--- src/rap_pkg.sv ---
// Shared types and fixed constants for the receive array partitioner.
package rap_pkg;

    // Reduction floors.
    localparam int unsigned FLOOR_NET_CONTEXTS = 2;
    localparam int unsigned FLOOR_ENTRIES      = 1024;
    localparam int unsigned FLOOR_TID_GROUPS   = 2;

    typedef struct packed {
        logic [7:0]  eager_contexts;
        logic [7:0]  network_contexts;
        logic [7:0]  tid_contexts;
        logic [15:0] max_eager_buffers;
        logic        hold_eager;
    } rap_in_t;

    typedef struct packed {
        logic [13:0] eager_groups_each;
        logic [8:0]  network_groups_each;
        logic [8:0]  tid_groups_each;
        logic [13:0] eager_pool_total;
        logic [13:0] network_pool_total;
        logic [13:0] tid_pool_total;
        logic [7:0]  network_contexts_kept;
        logic        fits;
    } rap_out_t;

endpackage

--- src/receive_array_partitioner_core.sv ---
// Receive array partitioner: sizes the eager, network and tid pools of the receive array.
//
//   channel   ports                          direction  meaning
//   -------   -----------------------------  ---------  ---------------------------------
//   config    cfg_wr_en, cfg_wr_data         in         array entries, written any cycle
//   request   s_valid, s_ready, s_data       in         one sizing request word
//   result    m_valid, m_ready, m_data       out        one partition result word
//
// Each reduction pass adds to the time a request takes; the passes are bounded by how far
// tid groups can be decremented. The cost is set by the shared 16-step restoring divider
// (up to six divisions per request) and the sequencer stepping one reduction at a time
// through one shared multiplier.
// Reset is synchronous and active low; the array size returns to 32768 entries.
// A result waiting in the output register does not stop the next request from being
// accepted; only the final load waits for that register to drain.
module receive_array_partitioner_core
    import rap_pkg::*;
#(
    parameter int GROUP_ENTRIES          = 8,
    parameter int MAX_GROUPS_PER_CONTEXT = 256
) (
    input  logic        aclk,
    input  logic        aresetn,
    input  logic        cfg_wr_en,
    input  logic [15:0] cfg_wr_data,
    input  logic        s_valid,
    output logic        s_ready,
    input  rap_in_t     s_data,
    output logic        m_valid,
    input  logic        m_ready,
    output rap_out_t    m_data
);

    localparam int CAPW        = $clog2(MAX_GROUPS_PER_CONTEXT + 1);
    localparam int PROD_W      = CAPW + 8;
    localparam int SUM_W       = (PROD_W + 2 > 17) ? PROD_W + 2 : 17;
    localparam int FLOOR_GROUPS = FLOOR_ENTRIES / GROUP_ENTRIES;
    localparam logic [16:0] CAP_V = 17'(MAX_GROUPS_PER_CONTEXT);
    localparam logic [7:0]  GE_V  = 8'(GROUP_ENTRIES);
    localparam logic [3:0]  DIV_LAST = 4'd15;

    typedef enum logic [4:0] {
        S_IDLE, S_DIV, S_TE_INIT, S_TE_CAP, S_EE_INIT, S_EE_CAP,
        S_INIT_E, S_INIT_N, S_MUL, S_CHECK,
        S_XT, S_XT_ADD, S_XN, S_XN_ADD, S_XE, S_XE_ADD, S_DONE
    } state_t;

    typedef enum logic [1:0] {K_TID, K_NET, K_EAGER} kind_t;

    typedef enum logic [2:0] {RED_NCTX, RED_NET, RED_EAGER, RED_TID, RED_END} step_t;

    state_t state_reg, state_next, ret_reg, ret_next;
    kind_t  mul_sel_reg, mul_sel_next;
    step_t  step_reg, step_next;
    logic   changed_reg, changed_next, fits_reg, fits_next;
    logic   m_valid_reg, m_valid_next;

    logic [15:0] array_entries_reg;
    rap_in_t     in_reg, in_next;
    rap_out_t    out_reg, out_next;
    logic [7:0]  ne_ctx_reg, ne_ctx_next;
    logic [15:0] groups_reg, groups_next;
    logic [CAPW-1:0] te_reg, te_next, ne_reg, ne_next;
    logic [16:0] ee_reg, ee_next;
    logic [PROD_W-1:0] tot_ee_reg, tot_ee_next, tot_ne_reg, tot_ne_next;
    logic [PROD_W-1:0] tot_te_reg, tot_te_next;

    logic [7:0]  div_rem_reg, div_rem_next, div_den_reg, div_den_next;
    logic [15:0] div_quo_reg, div_quo_next;
    logic [3:0]  div_cnt_reg, div_cnt_next;

    logic [8:0]  div_shift;
    logic        div_take;
    logic [CAPW-1:0] mul_a;
    logic [7:0]  mul_b;
    logic [PROD_W-1:0] mul_p;
    logic [SUM_W-1:0] sum;
    logic        fit;
    logic [15:0] extra;
    logic [16:0] q_ext, add_val, q_cap, add_cap;

    // Divider datapath: one restoring step per cycle.
    assign div_shift = {div_rem_reg, div_quo_reg[15]};
    assign div_take  = div_shift >= {1'b0, div_den_reg};

    always_comb begin
        case (mul_sel_reg)
            K_TID: begin
                mul_a = te_reg;
                mul_b = in_reg.tid_contexts;
            end
            K_NET: begin
                mul_a = ne_reg;
                mul_b = ne_ctx_reg;
            end
            K_EAGER: begin
                mul_a = ee_reg[CAPW-1:0];
                mul_b = in_reg.eager_contexts;
            end
            default: begin
                mul_a = '0;
                mul_b = '0;
            end
        endcase
    end
    assign mul_p = PROD_W'(mul_a) * PROD_W'(mul_b);

    assign sum   = SUM_W'(tot_ee_reg) + SUM_W'(tot_ne_reg) + SUM_W'(tot_te_reg);
    assign fit   = sum <= SUM_W'(groups_reg);
    assign extra = 16'(SUM_W'(groups_reg) - sum);

    assign q_ext   = {1'b0, div_quo_reg};
    assign q_cap   = (q_ext > CAP_V) ? CAP_V : q_ext;
    assign add_val = (mul_sel_reg == K_TID) ? 17'(te_reg) + q_ext : 17'(ne_reg) + q_ext;
    assign add_cap = (add_val > CAP_V) ? CAP_V : add_val;

    always_comb begin
        state_next   = state_reg;
        ret_next     = ret_reg;
        mul_sel_next = mul_sel_reg;
        step_next    = step_reg;
        changed_next = changed_reg;
        fits_next    = fits_reg;
        m_valid_next = m_valid_reg;
        in_next      = in_reg;
        out_next     = out_reg;
        ne_ctx_next  = ne_ctx_reg;
        groups_next  = groups_reg;
        te_next      = te_reg;
        ne_next      = ne_reg;
        ee_next      = ee_reg;
        tot_ee_next  = tot_ee_reg;
        tot_ne_next  = tot_ne_reg;
        tot_te_next  = tot_te_reg;
        div_rem_next = div_rem_reg;
        div_den_next = div_den_reg;
        div_quo_next = div_quo_reg;
        div_cnt_next = div_cnt_reg;

        if (m_valid_reg && m_ready) begin
            m_valid_next = 1'b0;
        end

        case (state_reg)
            S_IDLE: begin
                if (s_valid) begin
                    in_next      = s_data;
                    ne_ctx_next  = s_data.network_contexts;
                    fits_next    = 1'b0;
                    changed_next = 1'b0;
                    step_next    = RED_NCTX;
                    div_quo_next = array_entries_reg;
                    div_rem_next = '0;
                    div_den_next = GE_V;
                    div_cnt_next = '0;
                    ret_next     = S_TE_INIT;
                    state_next   = S_DIV;
                end
            end
            S_DIV: begin
                div_rem_next = div_take ? 8'(div_shift - {1'b0, div_den_reg}) : div_shift[7:0];
                div_quo_next = {div_quo_reg[14:0], div_take};
                div_cnt_next = div_cnt_reg + 4'd1;
                if (div_cnt_reg == DIV_LAST) begin
                    state_next = ret_reg;
                end
            end
            S_TE_INIT: begin
                groups_next = div_quo_reg;
                if (in_reg.tid_contexts != 8'd0) begin
                    div_quo_next = div_quo_reg;
                    div_rem_next = '0;
                    div_den_next = in_reg.tid_contexts;
                    div_cnt_next = '0;
                    ret_next     = S_TE_CAP;
                    state_next   = S_DIV;
                end else begin
                    te_next    = '0;
                    state_next = S_EE_INIT;
                end
            end
            S_TE_CAP: begin
                te_next    = CAPW'(q_cap);
                state_next = S_EE_INIT;
            end
            S_EE_INIT: begin
                div_quo_next = in_reg.max_eager_buffers;
                div_rem_next = '0;
                div_den_next = GE_V;
                div_cnt_next = '0;
                ret_next     = S_EE_CAP;
                state_next   = S_DIV;
            end
            S_EE_CAP: begin
                ee_next      = q_cap;
                ne_next      = CAPW'(MAX_GROUPS_PER_CONTEXT);
                mul_sel_next = K_TID;
                ret_next     = S_INIT_E;
                state_next   = S_MUL;
            end
            S_INIT_E: begin
                mul_sel_next = K_EAGER;
                ret_next     = S_INIT_N;
                state_next   = S_MUL;
            end
            S_INIT_N: begin
                mul_sel_next = K_NET;
                ret_next     = S_CHECK;
                state_next   = S_MUL;
            end
            S_MUL: begin
                case (mul_sel_reg)
                    K_TID:   tot_te_next = mul_p;
                    K_NET:   tot_ne_next = mul_p;
                    K_EAGER: tot_ee_next = mul_p;
                    default: tot_te_next = tot_te_reg;
                endcase
                state_next = ret_reg;
            end
            S_CHECK: begin
                if (fit) begin
                    fits_next  = 1'b1;
                    state_next = S_XT;
                end else begin
                    // Each reduction, when it applies, refreshes its pool total and
                    // comes back here for the fit test that follows it.
                    ret_next = S_CHECK;
                    case (step_reg)
                        RED_NCTX: begin
                            step_next = RED_NET;
                            if (32'(ne_ctx_reg) > FLOOR_NET_CONTEXTS) begin
                                ne_ctx_next  = ne_ctx_reg >> 1;
                                changed_next = 1'b1;
                                mul_sel_next = K_NET;
                                state_next   = S_MUL;
                            end
                        end
                        RED_NET: begin
                            step_next = RED_EAGER;
                            if (32'(ne_reg) > FLOOR_GROUPS) begin
                                ne_next      = ne_reg >> 1;
                                changed_next = 1'b1;
                                mul_sel_next = K_NET;
                                state_next   = S_MUL;
                            end
                        end
                        RED_EAGER: begin
                            step_next = RED_TID;
                            if (!in_reg.hold_eager && 32'(ee_reg) > FLOOR_GROUPS) begin
                                ee_next      = ee_reg >> 1;
                                changed_next = 1'b1;
                                mul_sel_next = K_EAGER;
                                state_next   = S_MUL;
                            end
                        end
                        RED_TID: begin
                            step_next = RED_END;
                            if (32'(te_reg) > FLOOR_TID_GROUPS) begin
                                te_next      = te_reg - CAPW'(1);
                                changed_next = 1'b1;
                                mul_sel_next = K_TID;
                                state_next   = S_MUL;
                            end
                        end
                        RED_END: begin
                            if (!changed_reg) begin
                                state_next = S_DONE;
                            end else begin
                                changed_next = 1'b0;
                                step_next    = RED_NCTX;
                            end
                        end
                        default: step_next = RED_NCTX;
                    endcase
                end
            end
            S_XT: begin
                mul_sel_next = K_TID;
                if (in_reg.tid_contexts != 8'd0) begin
                    div_quo_next = extra;
                    div_rem_next = '0;
                    div_den_next = in_reg.tid_contexts;
                    div_cnt_next = '0;
                    ret_next     = S_XT_ADD;
                    state_next   = S_DIV;
                end else begin
                    state_next = S_XN;
                end
            end
            S_XT_ADD: begin
                te_next    = CAPW'(add_cap);
                ret_next   = S_XN;
                state_next = S_MUL;
            end
            S_XN: begin
                mul_sel_next = K_NET;
                if (ne_ctx_reg != 8'd0) begin
                    div_quo_next = extra;
                    div_rem_next = '0;
                    div_den_next = ne_ctx_reg;
                    div_cnt_next = '0;
                    ret_next     = S_XN_ADD;
                    state_next   = S_DIV;
                end else begin
                    state_next = S_XE;
                end
            end
            S_XN_ADD: begin
                ne_next    = CAPW'(add_cap);
                ret_next   = S_XE;
                state_next = S_MUL;
            end
            S_XE: begin
                if (in_reg.eager_contexts != 8'd0) begin
                    div_quo_next = extra;
                    div_rem_next = '0;
                    div_den_next = in_reg.eager_contexts;
                    div_cnt_next = '0;
                    ret_next     = S_XE_ADD;
                    state_next   = S_DIV;
                end else begin
                    state_next = S_DONE;
                end
            end
            S_XE_ADD: begin
                // The eager share is not capped.
                ee_next    = ee_reg + q_ext;
                state_next = S_DONE;
            end
            S_DONE: begin
                if (!m_valid_reg || m_ready) begin
                    out_next.eager_groups_each     = 14'(ee_reg);
                    out_next.network_groups_each   = 9'(ne_reg);
                    out_next.tid_groups_each       = 9'(te_reg);
                    out_next.eager_pool_total      = 14'(tot_ee_reg);
                    out_next.network_pool_total    = 14'(tot_ne_reg);
                    out_next.tid_pool_total        = 14'(tot_te_reg);
                    out_next.network_contexts_kept = ne_ctx_reg;
                    out_next.fits                  = fits_reg;
                    m_valid_next = 1'b1;
                    state_next   = S_IDLE;
                end
            end
            default: state_next = S_IDLE;
        endcase
    end

    always_ff @(posedge aclk) begin
        if (!aresetn) begin
            state_reg         <= S_IDLE;
            ret_reg           <= S_IDLE;
            mul_sel_reg       <= K_TID;
            step_reg          <= RED_NCTX;
            changed_reg       <= 1'b0;
            fits_reg          <= 1'b0;
            m_valid_reg       <= 1'b0;
            array_entries_reg <= 16'd32768;
        end else begin
            state_reg   <= state_next;
            ret_reg     <= ret_next;
            mul_sel_reg <= mul_sel_next;
            step_reg    <= step_next;
            changed_reg <= changed_next;
            fits_reg    <= fits_next;
            m_valid_reg <= m_valid_next;
            if (cfg_wr_en) begin
                array_entries_reg <= cfg_wr_data;
            end
        end
        in_reg      <= in_next;
        out_reg     <= out_next;
        ne_ctx_reg  <= ne_ctx_next;
        groups_reg  <= groups_next;
        te_reg      <= te_next;
        ne_reg      <= ne_next;
        ee_reg      <= ee_next;
        tot_ee_reg  <= tot_ee_next;
        tot_ne_reg  <= tot_ne_next;
        tot_te_reg  <= tot_te_next;
        div_rem_reg <= div_rem_next;
        div_den_reg <= div_den_next;
        div_quo_reg <= div_quo_next;
        div_cnt_reg <= div_cnt_next;
    end

    assign s_ready = (state_reg == S_IDLE);
    assign m_valid = m_valid_reg;
    assign m_data  = out_reg;

    // A partition reported as fitting never overcommits the array.
    a_fit_total: assert property (@(posedge aclk) disable iff (!aresetn)
        (state_reg == S_DONE && fits_reg) |-> (sum <= SUM_W'(groups_reg)))
        else $error("fitting partition exceeds the group count");

    // The divider's partial remainder stays below its divisor.
    a_div_rem: assert property (@(posedge aclk) disable iff (!aresetn)
        (state_reg == S_DIV) |-> (div_rem_reg < div_den_reg))
        else $error("divider remainder out of range");

    // Network and tid sizes never pass the per-context cap once the loop runs.
    a_cap: assert property (@(posedge aclk) disable iff (!aresetn)
        (state_reg == S_CHECK) |-> (17'(te_reg) <= CAP_V && 17'(ne_reg) <= CAP_V))
        else $error("per-context size above cap");

    // An accepted request always starts with the group-count division.
    a_start: assert property (@(posedge aclk) disable iff (!aresetn)
        (s_valid && s_ready) |=> (state_reg == S_DIV && ret_reg == S_TE_INIT))
        else $error("request did not start the sequencer");

endmodule
--- config.mk ---
export PLATFORM = sky130hd
export DESIGN_NAME = receive_array_partitioner_core
export DESIGN_NICKNAME = d
export VERILOG_FILES = /design/src/rap_pkg.sv /design/src/receive_array_partitioner_core.sv
export SDC_FILE = /design/constraint.sdc
export NUM_CORES = 1
export LEC_CHECK = 0
export ABC_AREA = 0
export BUFFER_PORTS_ARGS = -buffer_cell sky130_fd_sc_hd__buf_4
export CAP_MARGIN = 40
export CORE_UTILIZATION = 40
export CTS_CLUSTER_DIAMETER = 30
export DETAILED_ROUTE_END_ITERATION = 8
export PLACE_DENSITY_LB_ADDON = 0.1
export SLEW_MARGIN = 20
export SYNTH_ARGS = -nofsm -noshare
export SYNTH_HDL_FRONTEND = slang
export SYNTH_SLANG_ARGS = --single-unit
--- constraint.sdc ---
create_clock -name aclk -period 10.7 [get_ports aclk]
set_clock_uncertainty 0.15 [all_clocks]
set_input_delay 1.07 -clock aclk [delete_from_list [all_inputs] [get_ports aclk]]
set_output_delay 1.07 -clock aclk [all_outputs]
set_load 0.05 [all_outputs]
==> summary.md, run 1 <==
| Metric | Value |
|---|---|
| Latest clock arrival within the worst-skew pair | `0.60 ns` |
| Slowest CP cell | `a311o_1` |
| Sequential share of the synthesized area | `47.1%` |
| Slew HR | `40.7%` |
| Hold Path Class | `flop to flop` |
| Leakage | `9.28 nW` |
| Post-layout util | `51.2%` |
| GRT Util Overall | `22.7%` |
| Distinct cells, synth | `79` |
| Post-synthesis async set-or-reset flop share | `0%` |
| Outcome | `finished clean` |
| FP Rows | `77` |
| Residual DRC | `0` |
| Most frequent CP cell | `ha_1` |
| Type of the worst setup path | `flop to flop` |
| Fin. Hold Viols | `0` |
| Fmax | `156 MHz` |
| Crit path max fanout | `10` |
| Final Wtd Congestion | `0.883` |
| Place WS | `4.33 ns` |
| Max Cap Viol | `0` |
| Clock sink total | `295` |
| Die ar. | `46100 um2` |
| CTS tree | `built` |
| Post-synth top flop | `edfxtp_1` |
| Hold-fix buffers, CTS | `0` |
| WL per Instance | `20.7 um` |
| Flip-flop count of the largest register after layout | `83` |
| Num CTS Buffers | `78` |
| Global-route wire length before repair | `79700 um` |
| CP top delay family | `compound AO/OA/AOI/OAI gates` |
| Maximum clock path buffer count | `3` |
| RSZ-0062 raised after global routing | `false` |
| Via density | `5.49` |
| Synthesized flop and latch total | `295` |
| Final non-filler cell total | `2509` |
| DIE WIDTH | `215 um` |
| Post-CTS Setup Bufs | `0` |
| Setup TNS | `0 ns` |
| Port-buffer cells | `146` |
| Routed Antenna Nets | `0` |
| Final min period | `6.40 ns` |
| Number of flops mapped to enable cells by yosys | `262` |
| Worst Setup Start Kind | `flop` |
| Maximum VDD drop | `0.440 mV` |
| Setup-failing EPs final | `0` |
| Initial DRC count | `972` |
| Drt total wl | `51900 um` |
| Fin. max-slew vios | `0` |
| Nets@finish | `2104` |
| Cells after Synth | `1652` |
| Share of cells above drive strength 1 | `17.7%` |
| CTS H-tree lvls | `3` |
| Worst path required time | `10.86 ns` |
| # IOs | `147` |
| Post-CTS sizing | `0` |
| Total grt overflow | `0` |
| Worst Slack Setup Final | `4.30 ns` |
| Core Region | `44400 um2` |
| Cells after DPL | `2368` |
| Starting Density | `40.8%` |
| Area Overhead vs Synth | `25.6%` |
| Clock transition at path regs | `0.04 ns` |
| Period utilisation layout | `59.8%` |
| WP data arrival | `6.56 ns` |
| Cell breakdown of the critical path | `fa_1, ha_1, a21o_1, a41oi_1, o21ai_1, o311ai_1, a31oi_1, o21ai_0, nand2b_1, xor2_1, ha_1, nand4_1, nor2_1, o31ai_1, a221oi_1, a311o_1, nand3_1, a21oi_1, buf_4` |
| Avg Cell Area, Syn | `11.0 um2` |
| DR vias | `13800` |
| Largest net degree at the start of global routing | `57` |
| Worst stage delay on the critical path | `0.62 ns` |
| Initial antenna violation count | `0` |
| Drt pass-1 iters | `6` |
| Ys Warns | `0` |
| Antenna cells | `0` |
| Cell area after synthesis | `18100 um2` |
| Mapped Nets | `1898` |
| Final hold slack | `0.297 ns` |
| CP bufs+invs | `1` |
| DP HPWL | `38600 um` |
| Pwr Density | `348 nW/um2` |
| Vias in the first global route | `13900` |
| Root buf cell | `clkbuf_16` |
| Worst slew pin tran | `0.867 ns` |
| Crit. End Element | `flop` |
| Die Ht | `215 um` |
==> final cells by class <==
type | count | area (um2)
Clock buffer | 91 | 2070
Clock inverter | 48 | 603
Fill cell | 3962 | 21700
Inverter | 156 | 586
Multi-Input combinational cell | 1152 | 8860
Sequential cell | 295 | 8530
Tap cell | 592 | 741
Timing Repair Buffer | 175 | 1350
==> worst register-to-register path: cells and delay by family (launching register included) <==
kind,cells,cell delay [ns]
AO/OA/AOI/OAI,10,3.18
adder cells (fa/ha/maj),3,1.28
AND/OR/NAND/NOR,4,0.68
flip-flops,1,0.41
buffers and inverters,1,0.25
XOR/XNOR,1,0.17
==> report_power, final <==
part | total [mW] | switching, mW | internal, mW
registers | 2.10 | 0.209 | 1.89
logic | 3.45 | 2.17 | 1.28
clock network | 2.36 | 0.705 | 1.66
==> cells by family (layout without fill, tap and decap cells) <==
| family | Yosys count | after routing | share of synthesized area, % |
|---|---|---|---|
| simple gates | 485 | 485 | 12.7 |
| compound gates | 351 | 351 | 13.7 |
| flops | 295 | 295 | 47.1 |
| buf+inv | 205 | 470 | 4.26 |
| fa+ha+maj | 184 | 184 | 15.4 |
| xor+xnor | 71 | 71 | 3.43 |
| mux | 61 | 61 | 3.46 |
==> final timing paths <==
kind                 startpoint         to  slack, ns  depth (start not counted)
setup / recovery  tot_ee_reg[2]  te_reg[0]       4.30                         19
hold / removal         fits_reg  m_data[0]       0.30                          0
setup reg to reg  tot_ee_reg[2]  te_reg[0]       4.30                         19
hold reg to reg        fits_reg  m_data[0]       0.30                          0
==> layer usage <==
metal,track usage [%],vias up,routed length [um]
li1,-,6450,-
met1,29.5,6752,22600
met2,36.8,477,24600
met3,4.78,106,3110
met4,9.10,0,1640
met5,0,-,0
==> stage by stage <==
stage	cell area, um2	power (mW)
2_1_floorplan	18100	4.53
3_3_place_gp	19900	5.46
3_5_place_dp	20100	5.54
4_1_cts	22700	7.95
5_1_grt	22700	8.44
6_report	22700	7.91
==> cell usage after synthesis, types with 10 or more instances <==
| master | number | area (um2) |
|---|---|---|
| a21o_1 | 35 | 263 |
| a32o_1 | 11 | 110 |
| xnor2_1 | 42 | 368 |
| mux2i_1 | 49 | 490 |
| xor2_1 | 29 | 254 |
| a222oi_1 | 23 | 230 |
| clkbuf_1 | 40 | 150 |
| nor2_1 | 138 | 518 |
| o21a_1 | 12 | 90.1 |
| o21ai_1 | 10 | 50.1 |
| nor3_1 | 38 | 190 |
| a22oi_1 | 10 | 75.1 |
| or3_1 | 14 | 87.6 |
| inv_1 | 156 | 586 |
| or2_2 | 10 | 62.6 |
| fa_1 | 64 | 1280 |
| nor2b_1 | 41 | 257 |
| edfxtp_1 | 262 | 7870 |
| nand2b_1 | 16 | 100 |
| dfxtp_1 | 33 | 661 |
| mux2_2 | 12 | 135 |
| o21ai_0 | 71 | 355 |
| nor4_1 | 15 | 93.8 |
| a21oi_1 | 78 | 390 |
| nand2_1 | 144 | 541 |
| ha_1 | 120 | 1500 |
| nand3_1 | 26 | 130 |
==> layout by cell type (no fill, tap or decap), types with 7 or more instances in the layout <==
| master | n |
|---|---|
| dfxtp_1 | 33 |
| or3_1 | 14 |
| fa_1 | 64 |
| edfxtp_1 | 262 |
| a222oi_1 | 23 |
| a31oi_1 | 9 |
| o21ai_0 | 71 |
| xor2_1 | 29 |
| inv_1 | 156 |
| a22oi_1 | 10 |
| a32o_1 | 11 |
| nor4_1 | 15 |
| nand4_1 | 9 |
| nand2b_1 | 16 |
| buf_4 | 165 |
| a21o_1 | 35 |
| nand2_1 | 144 |
| nor2_1 | 137 |
| xnor2_1 | 42 |
| and3_1 | 7 |
| nand3_1 | 26 |
| clkinv_2 | 12 |
| clkinv_1 | 10 |
| o21ai_1 | 10 |
| or2_2 | 10 |
| clkbuf_1 | 7 |
| o21a_1 | 12 |
| nor2b_1 | 40 |
| clkbuf_16 | 79 |
| a21oi_1 | 78 |
| bufinv_16 | 12 |
| a211oi_1 | 8 |
| ha_1 | 120 |
| mux2i_1 | 49 |
| nor3_1 | 35 |
| mux2_2 | 12 |
No activity file was read; power rests on OpenSTA's default activity.
==> run 2: changes to the inputs <==
==> constraint.sdc (replaced) <==
create_clock -name aclk -period 6.5 [get_ports aclk]
set_clock_uncertainty 0.15 [all_clocks]
set_input_delay 0.65 -clock aclk [delete_from_list [all_inputs] [get_ports aclk]]
set_output_delay 0.65 -clock aclk [all_outputs]
set_load 0.05 [all_outputs]
==> run 2 against run 1 <==
Effect of this change:
- clock power increased by 64%
- setup slack worse by 3.7 ns
- clock-buffer cell count shrank 9
==> summary.md, run 2 (same netlist as run 1, synthesis figures left out) <==
| Metric | Value |
|---|---|
| DR vias | `13800 (-0.17%)` |
| Drt total wl | `52400 um (+1.0%)` |
| DIE WIDTH | `215 um (unchanged)` |
| Total grt overflow | `0 (unchanged)` |
| Worst slew pin tran | `0.879 ns (+0.0123 ns)` |
| Drt pass-1 iters | `8 (+2)` |
| Period utilisation layout | `90.4% (+31 points)` |
| Share of cells above drive strength 1 | `18.7% (+0.97 points)` |
| Port-buffer cells | `146 (unchanged)` |
| CP top delay family | `compound AO/OA/AOI/OAI gates` |
| Die ar. | `46100 um2 (unchanged)` |
| Cell breakdown of the critical path | `fa_1, ha_1, a21o_1, a41oi_1, o21ai_1, o311ai_2, a31oi_1, o21ai_0, nand2b_1, xor2_1, ha_1, nand4_1, nor2_1, o31ai_1, a221oi_1, a311o_2, a31oi_1, nor4_1, buf_4` |
| Crit path max fanout | `10 (unchanged)` |
| Routed Antenna Nets | `0 (unchanged)` |
| Vias in the first global route | `14200 (+1.9%)` |
| RSZ-0062 raised after global routing | `false` |
| Die Ht | `215 um (unchanged)` |
| Clock sink total | `295 (unchanged)` |
| CP startpoint | `tot_ee_reg[2]` |
| Nets@finish | `2110 (+0.29%)` |
| Antenna cells | `0 (unchanged)` |
| Largest net degree at the start of global routing | `39 (-32%)` |
| Fin. max-slew vios | `0 (unchanged)` |
| Worst stage delay on the critical path | `0.55 ns (-0.07 ns)` |
| Via density | `5.47 (-0.49%)` |
| Worst Setup Start Kind | `flop` |
| Initial antenna violation count | `0 (unchanged)` |
| Maximum VDD drop | `0.670 mV (+52%)` |
| Max Cap Viol | `0 (unchanged)` |
| Flip-flop count of the largest register after layout | `83 (unchanged)` |
| Setup TNS | `0 ns (unchanged)` |
| Pwr Density | `573 nW/um2 (+65%)` |
| Worst path required time | `6.63 ns (-4.23 ns)` |
| Crit. End Element | `flop` |
| CTS tree | `built` |
| Starting Density | `40.8% (unchanged)` |
| CP bufs+invs | `1 (unchanged)` |
| GRT Util Overall | `23.2% (+0.57 points)` |
| FP Rows | `77 (unchanged)` |
| Area Overhead vs Synth | `25.8%` |
| Hold Path Class | `input pin to flop` |
| CTS H-tree lvls | `3 (unchanged)` |
| Pwr Total | `13.1 mW (+65%)` |
| Fin. Hold Viols | `0 (unchanged)` |
| Most frequent cells in the layout | `262 x edfxtp_1, 174 x buf_4, 156 x inv_1` |
| Maximum clock path buffer count | `3 (unchanged)` |
| Slowest CP cell | `fa_1` |
| Residual DRC | `0 (unchanged)` |
| Slew HR | `39.9% (-0.84 points)` |
| Commonest non-fill, non-tap cell in the layout | `edfxtp_1` |
| Final Wtd Congestion | `0.893 (+1.1%)` |
| Num CTS Buffers | `74 (-5.1%)` |
| Clock transition at path regs | `0.05 ns (about the same)` |
| # IOs | `147 (unchanged)` |
| Global-route wire length before repair | `81500 um (+2.2%)` |
| Latest clock arrival within the worst-skew pair | `0.60 ns (about the same)` |
| Root buf cell | `clkbuf_16` |
| WL per Instance | `20.8 um (+0.71%)` |
| Setup-failing EPs final | `0 (unchanged)` |
| DP HPWL | `39200 um (+1.7%)` |
| Leakage | `9.28 nW (about the same)` |
| Initial DRC count | `1100 (+13%)` |
| Final min period | `5.88 ns (-0.523 ns)` |
| Fmax | `170 MHz (+8.9%)` |
| Outcome | `finished clean` |
| RR Startpoint | `tot_ee_reg[2]` |
| WP data arrival | `6.00 ns (-0.56 ns)` |
| Core Region | `44400 um2 (unchanged)` |
| Type of the worst setup path | `flop to flop` |
| Post-CTS Setup Bufs | `0 (unchanged)` |
| Hold Startpoint | `s_data[19]` |
## run 2: worst paths after layout
check                           cells after the start  slack, ns          to
worst max-delay path                               19       0.62   ne_reg[0]
worst min-delay path                                1       0.08  in_reg[19]
worst max register to register                     19       0.62   ne_reg[0]
worst min register to register                      0       0.29   m_data[0]
## run 2: repair_timing
item | 4_1_cts | 5_1_grt
resized for setup | 0 | 2
hold buffers | 0 | 0
endpoints found under the setup margin | 0 | 26
## run 2: per-stage QoR
stage	setup WS, ns	util, %	instance area (um2)	std cells	hold slack [ns]
after floorplan	0.770	-	18100	1652	0.258
after global placement	0.288	45.1	20000	2368	0.276
after detailed placement	0.290	45.3	20100	2378	0.278
after CTS	0.224	51.2	22800	2515	0.0342
after global routing	0.129	51.3	22800	2517	0.0463
final	0.624	51.3	22800	2517	0.0779
## run 2: final cells by class
| type | instances | area (um2) |
|---|---|---|
| Inverter | 156 | 586 |
| Timing Repair Buffer | 185 | 1420 |
| Clock inverter | 55 | 743 |
| Fill cell | 3984 | 21600 |
| Multi-Input combinational cell | 1152 | 8860 |
| Tap cell | 592 | 741 |
| Sequential cell | 295 | 8530 |
| Clock buffer | 82 | 1900 |
## run 2: routing by layer
metal  global-route usage, %  wire length, um
met1                    30.3            22700
met2                    36.7            24400
met3                    5.65             3550
met4                    10.0             1800
met5                       0                0
## run 2: power by group
part	internal, mW	switching (mW)
sequential	3.10	0.345
clock	2.68	1.19
combinational	2.12	3.62
